## config.mk

```make
export PLATFORM = sky130hd
export DESIGN_NAME = moie_div
export DESIGN_NICKNAME = d
export VERILOG_FILES = /design/src/hw/rtl/moie_pkg.sv /design/src/hw/rtl/moie_div.sv
export SDC_FILE = /design/constraint.sdc
export NUM_CORES = 1
export LEC_CHECK = 0
export ABC_CLOCK_PERIOD_IN_PS = 9400
export BUFFER_PORTS_ARGS = -buffer_cell sky130_fd_sc_hd__buf_2
export CAP_MARGIN = 20
export CORE_AREA = 2 2 124 126
export CTS_CLUSTER_DIAMETER = 40
export DETAILED_ROUTE_END_ITERATION = 12
export DIE_AREA = 0 0 126 128
export GPL_ROUTABILITY_DRIVEN = 0
export PLACE_DENSITY = 0.86
export SYNTH_ARGS = -nofsm -noshare
export SYNTH_HDL_FRONTEND = slang
export SYNTH_SLANG_ARGS = --single-unit
```

## constraint.sdc

```tcl
create_clock -name clk -period 9.4 [get_ports clk]
set_clock_uncertainty 0.15 [all_clocks]
set_input_delay 1.88 -clock clk [delete_from_list [all_inputs] [get_ports clk]]
set_output_delay 1.88 -clock clk [all_outputs]
set_load 0.005 [all_outputs]
```

## src/hw/rtl/moie_pkg.sv

```systemverilog
// shared types, opcodes and micro-step table for the memory operand executor
// no dependencies; used by moie_div and memory_operand_instruction_executor
package moie_pkg;

  localparam int unsigned MEM_WORDS_DEF = 512;

  // opcodes
  localparam logic [5:0] OP_CONST  = 6'd0;
  localparam logic [5:0] OP_ISTORE = 6'd1;
  localparam logic [5:0] OP_ILOAD  = 6'd2;
  localparam logic [5:0] OP_COPY   = 6'd3;
  localparam logic [5:0] OP_ADD    = 6'd4;
  localparam logic [5:0] OP_SUB    = 6'd5;
  localparam logic [5:0] OP_MUL    = 6'd6;
  localparam logic [5:0] OP_DIV    = 6'd7;
  localparam logic [5:0] OP_MOD    = 6'd8;
  localparam logic [5:0] OP_EQ     = 6'd9;
  localparam logic [5:0] OP_GT     = 6'd10;
  localparam logic [5:0] OP_LT     = 6'd11;
  localparam logic [5:0] OP_LAND   = 6'd12;
  localparam logic [5:0] OP_LOR    = 6'd13;
  localparam logic [5:0] OP_LNOT   = 6'd14;
  localparam logic [5:0] OP_EMIT   = 6'd50;
  localparam logic [5:0] OP_INPUT  = 6'd60;

  typedef enum logic [2:0] {
    U_NOP, U_WRAP, U_READ, U_ALU, U_WRITE, U_EMIT
  } ukind_t;

  typedef enum logic [2:0] {
    SRC_X, SRC_Y, SRC_Z, SRC_YT, SRC_XT, SRC_A, SRC_R, SRC_IV
  } usrc_t;

  typedef enum logic [1:0] {
    DST_A, DST_B, DST_T
  } udst_t;

  typedef struct packed {
    ukind_t kind;
    usrc_t  src;
    udst_t  dst;
  } uop_t;

  typedef struct packed {
    logic start;
    logic sgn;
  } div_req_t;

  typedef struct packed {
    logic busy;
    logic done;
  } div_status_t;

  function automatic uop_t mk(input ukind_t k, input usrc_t s, input udst_t d);
    uop_t u;
    u.kind = k;
    u.src  = s;
    u.dst  = d;
    return u;
  endfunction

  // micro-step list of each opcode; write, emit and nop end the request
  function automatic uop_t uop_at(input logic [5:0] op, input logic [2:0] pc);
    uop_t u;
    u = mk(U_NOP, SRC_X, DST_A);
    unique case (op)
      OP_CONST: begin
        unique case (pc)
          3'd0: u = mk(U_WRAP, SRC_Z, DST_A);
          3'd1: u = mk(U_WRITE, SRC_X, DST_A);
          default: u = mk(U_NOP, SRC_X, DST_A);
        endcase
      end
      OP_ISTORE: begin
        unique case (pc)
          3'd0: u = mk(U_WRAP, SRC_Z, DST_A);
          3'd1: u = mk(U_READ, SRC_X, DST_T);
          3'd2: u = mk(U_WRAP, SRC_X, DST_A);
          3'd3: u = mk(U_READ, SRC_X, DST_A);
          3'd4: u = mk(U_WRAP, SRC_YT, DST_A);
          3'd5: u = mk(U_WRITE, SRC_A, DST_A);
          default: u = mk(U_NOP, SRC_X, DST_A);
        endcase
      end
      OP_ILOAD: begin
        unique case (pc)
          3'd0: u = mk(U_WRAP, SRC_Y, DST_A);
          3'd1: u = mk(U_READ, SRC_X, DST_T);
          3'd2: u = mk(U_WRAP, SRC_XT, DST_A);
          3'd3: u = mk(U_READ, SRC_X, DST_A);
          3'd4: u = mk(U_WRAP, SRC_Z, DST_A);
          3'd5: u = mk(U_WRITE, SRC_A, DST_A);
          default: u = mk(U_NOP, SRC_X, DST_A);
        endcase
      end
      OP_COPY: begin
        unique case (pc)
          3'd0: u = mk(U_WRAP, SRC_X, DST_A);
          3'd1: u = mk(U_READ, SRC_X, DST_A);
          3'd2: u = mk(U_WRAP, SRC_Z, DST_A);
          3'd3: u = mk(U_WRITE, SRC_A, DST_A);
          default: u = mk(U_NOP, SRC_X, DST_A);
        endcase
      end
      OP_ADD, OP_SUB, OP_MUL, OP_DIV, OP_MOD,
      OP_EQ, OP_GT, OP_LT, OP_LAND, OP_LOR: begin
        unique case (pc)
          3'd0: u = mk(U_WRAP, SRC_X, DST_A);
          3'd1: u = mk(U_READ, SRC_X, DST_A);
          3'd2: u = mk(U_WRAP, SRC_Y, DST_A);
          3'd3: u = mk(U_READ, SRC_X, DST_B);
          3'd4: u = mk(U_ALU, SRC_X, DST_A);
          3'd5: u = mk(U_WRAP, SRC_Z, DST_A);
          3'd6: u = mk(U_WRITE, SRC_R, DST_A);
          default: u = mk(U_NOP, SRC_X, DST_A);
        endcase
      end
      OP_LNOT: begin
        unique case (pc)
          3'd0: u = mk(U_WRAP, SRC_X, DST_A);
          3'd1: u = mk(U_READ, SRC_X, DST_A);
          3'd2: u = mk(U_ALU, SRC_X, DST_A);
          3'd3: u = mk(U_WRAP, SRC_Z, DST_A);
          3'd4: u = mk(U_WRITE, SRC_R, DST_A);
          default: u = mk(U_NOP, SRC_X, DST_A);
        endcase
      end
      OP_EMIT: begin
        unique case (pc)
          3'd0: u = mk(U_WRAP, SRC_X, DST_A);
          3'd1: u = mk(U_READ, SRC_X, DST_A);
          3'd2: u = mk(U_EMIT, SRC_A, DST_A);
          default: u = mk(U_NOP, SRC_X, DST_A);
        endcase
      end
      OP_INPUT: begin
        unique case (pc)
          3'd0: u = mk(U_WRAP, SRC_X, DST_A);
          3'd1: u = mk(U_WRITE, SRC_IV, DST_A);
          default: u = mk(U_NOP, SRC_X, DST_A);
        endcase
      end
      default: u = mk(U_NOP, SRC_X, DST_A);
    endcase
    return u;
  endfunction

endpackage

```

## src/hw/rtl/moie_div.sv

```systemverilog
// radix-2 restoring divider, signed or unsigned, one quotient bit per cycle
// depends on moie_pkg for the request and status structs
module moie_div (
  input  logic                 clk,
  input  logic                 rst,
  input  moie_pkg::div_req_t   req,
  input  logic [31:0]          dividend,
  input  logic [31:0]          divisor,
  output moie_pkg::div_status_t stat,
  output logic [31:0]          quot,
  output logic [31:0]          rem
);
  import moie_pkg::*;

  typedef enum logic [3:0] {
    D_IDLE = 4'b0001,
    D_RUN  = 4'b0010,
    D_FIX  = 4'b0100,
    D_DONE = 4'b1000
  } dstate_t;

  dstate_t     state;
  logic [31:0] q;
  logic [31:0] r;
  logic [31:0] d;
  logic [4:0]  cnt;
  logic        neg_q;
  logic        neg_r;
  logic        dzero;

  logic [32:0] r_sh;
  logic        fits;

  assign r_sh = {r, q[31]};
  assign fits = r_sh >= {1'b0, d};

  always_ff @(posedge clk) begin
    if (rst) begin
      state <= D_IDLE;
      cnt   <= '0;
    end else begin
      unique case (state)
        D_IDLE: begin
          if (req.start) begin
            neg_q <= req.sgn & (dividend[31] ^ divisor[31]);
            neg_r <= req.sgn & dividend[31];
            dzero <= (divisor == '0);
            q     <= (req.sgn && dividend[31]) ? -dividend : dividend;
            d     <= (req.sgn && divisor[31]) ? -divisor : divisor;
            r     <= '0;
            cnt   <= '0;
            state <= D_RUN;
          end
        end
        D_RUN: begin
          if (fits) begin
            r <= 32'(r_sh - {1'b0, d});
            q <= {q[30:0], 1'b1};
          end else begin
            r <= r_sh[31:0];
            q <= {q[30:0], 1'b0};
          end
          cnt <= cnt + 5'd1;
          if (cnt == 5'd31) state <= D_FIX;
        end
        D_FIX: begin
          // zero divisor gives zero quotient and remainder
          if (dzero) begin
            q <= '0;
            r <= '0;
          end else begin
            q <= neg_q ? -q : q;
            r <= neg_r ? -r : r;
          end
          state <= D_DONE;
        end
        D_DONE: state <= D_IDLE;
        default: state <= D_IDLE;
      endcase
    end
  end

  assign stat.busy = (state != D_IDLE);
  assign stat.done = (state == D_DONE);
  assign quot = q;
  assign rem  = r;

endmodule

```

==> flow_summary.ini <==
[critical_path]
crit_buf_inv = 1
cp-end-kind = register
cp_max_fo = 5
crit_chain = buf_2, or4_1, or4_4, or4_1, or2_4, o31ai_1, xor2_1, o21ai_0
crit_path_top_delay_cell = or4_1
cp.arrival_ns = 4.42
crit_top_cell = or4_1
critPathKind = in2reg
cp_data_required_time_ns = 9.32
cp-start-kind = primary input
cp_top_family = simple AND/OR/NAND/NOR gates
max_stage_delay_ns = 0.59

[die]
num_rows = 45
core-area_mm2 = 0.01486
floorplan.die.height_um = 128
io_pins = 134
die-area_mm2 = 0.01613
die_x_um = 126
initial_core_util = 0.5880

[drt]
drt_iter0_markers = 817
drc = 0
routed_wl_um = 23040
postRouteAntennaNets = 0
wire_per_inst_um = 18.06
dr.pass1.iters = 5
viasPerCell = 6.281
vias = 8015

[synthesis]
synth_flop_cell = edfxtp_1
syn-cell-area_mm2 = 0.008740
syn_nets = 1074
netlist_instances = 967
ys_seq_area_frac = 0.3608
synthArstFlopShare = 0
ys_seq_elements = 108
yosys_warnings = 0
synth-edff-count = 99
syn_area_per_cell_um2 = 9.038
synth_cell_types = 72

[timing]
max_freq_ghz = 0.2222
finalWorstSetupSlack_ns = 4.899
drv_slew = 0
hold_violations = 0
finalSetupViolations = 0
rsz0062_at_grt = no
tightest_slew_ns = 1.053
period_minus_slack_ns = 4.501
timing.slew.headroom = 0.2979
fin_crit_sh = 0.4788
setup_tns_ns = 0

[layout]
layout_commonest_cell = buf_2
finalNetCount = 1190
area_delta_synth_final_pct = 12.74
antenna_cells = 0
layout-drive-gt1-share = 0.1654
final_cell_mix = buf_2, edfxtp_1, nand2_1

[clock_tree]
cts_sinks = 108
cts_tree = done
cts_resized = 0
cts_buffers = 9
worst_skew_pair.late_latency_ns = 0.36
post_cts.repair.setup_buffers = 0
path_clk_slew_ns = 0.07
cts_buffer_depth = 2
hold_buffers = 0
clock-root-buffer = clkbuf_16
htreeDepth = 3

[power_and_ir_drop]
p_per_area_mw_per_mm2 = 126.9
peakVddDrop_mv = 0.09533
leakagePower_nw = 3.882

[global_route]
antenna_found_initial = 0
grt_max_degree = 49
track_usage = 0.2818
gr-total-overflow = 0
grt_first_pass_wirelength_um = 36890
grt_pass1_vias = 7481

[placed_design]
place_ws_ns = 4.619
post-dp-hpwl_um = 16650
portBuffers = 133

[job]
drv_cap = 0

[status]
status = completed

[worst_hold_path]
min_path_type = reg2reg
logic make-up (layout without fill, tap and decap cells):
logic type | Yosys count | count (layout) | share of synthesized area
xor+xnor | 136 | 136 | 0.1363
buf+inv | 90 | 211 | 0.03951
mux | 18 | 18 | 0.02104
simple gates | 319 | 319 | 0.1910
compound gates | 257 | 257 | 0.1947
fa+ha+maj | 39 | 39 | 0.05669
flops | 108 | 108 | 0.3608
synthesized netlist by cell type, drive strengths merged (7+ instances only):
cell / n / area share
inv: 56 / 0.024
mux2i: 15 / 0.017
ha: 38 / 0.054
a21o: 12 / 0.010
dfxtp: 9 / 0.021
o22ai: 18 / 0.013
nor3: 22 / 0.013
a22oi: 14 / 0.012
nand2: 94 / 0.040
nor2: 83 / 0.037
nor2b: 11 / 0.0079
clkbuf: 29 / 0.012
o21bai: 8 / 0.0069
o31ai: 9 / 0.0083
o221ai: 16 / 0.016
nor4: 19 / 0.018
and3: 8 / 0.0057
edfxtp: 99 / 0.34
a21oi: 50 / 0.029
o21ai: 69 / 0.040
or4: 13 / 0.013
o21a: 7 / 0.0060
and2: 10 / 0.0072
nand3: 14 / 0.0080
xnor2: 72 / 0.072
xor2: 64 / 0.064
or3: 9 / 0.0064
metrics by stage:
stage          utilization  cell area (um2)  total power, mW  hold slack [ns]  cells
2_1_floorplan            -             8740           0.7807           0.2895    967
5_1_grt             0.6629             9853            1.300           0.3631   1276
3_3_place_gp        0.6430             9558           0.8645           0.3089   1259
3_5_place_dp        0.6430             9558           0.8733           0.3155   1259
6_report            0.6629             9853            1.250           0.3325   1276
4_1_cts             0.6621             9842            1.244           0.3299   1275
report_power, final:
group	leakage [nW]	switching (mW)	internal, mW
Sequential	1.00	0.0308	0.559
Clock	0.143	0.179	0.201
Combinational	2.74	0.162	0.119
cell type report:
cell class,instances,area [um2]
Clock buffer,14,274.0
Clock inverter,2,10.01
Fill cell,1188,5011
Inverter,56,210.2
Multi-Input combinational cell,769,5256
Sequential cell,108,3153
Tap cell,188,235.2
Timing Repair Buffer,139,714.4
metal layers:
metal / vias to the layer above / part of all wire / wire (um) / GRT usage
met5: - / 0 / 0 / 0
met4: 0 / 0.017 / 394 / 0.08209
met3: 36 / 0.085 / 1967 / 0.05008
met2: 386 / 0.47 / 10940 / 0.4731
met1: 3783 / 0.42 / 9740 / 0.3761
li1: 3810 / - / - / -
flip-flops by register name, summed over array words and instances, names as in the netlist:
name / count
rem: 32
quot: 32
neg_r: 1
dzero: 1
cnt: 5
neg_q: 1
d: 32
state: 4
worst paths after layout:
path                             from                   to  slack [ns]  depth (start not counted)
setup / recovery          dividend[2]   quot[25]$_DFFE_PP_        4.90                          8
hold / removal    cnt[3]$_SDFFE_PP0P_  cnt[3]$_SDFFE_PP0P_        0.33                          1
setup reg to reg     rem[9]$_DFFE_PP_    rem[25]$_DFFE_PP_        5.20                         10
hold reg to reg   cnt[3]$_SDFFE_PP0P_  cnt[3]$_SDFFE_PP0P_        0.33                          1
No activity file was read; power rests on OpenSTA's default activity.
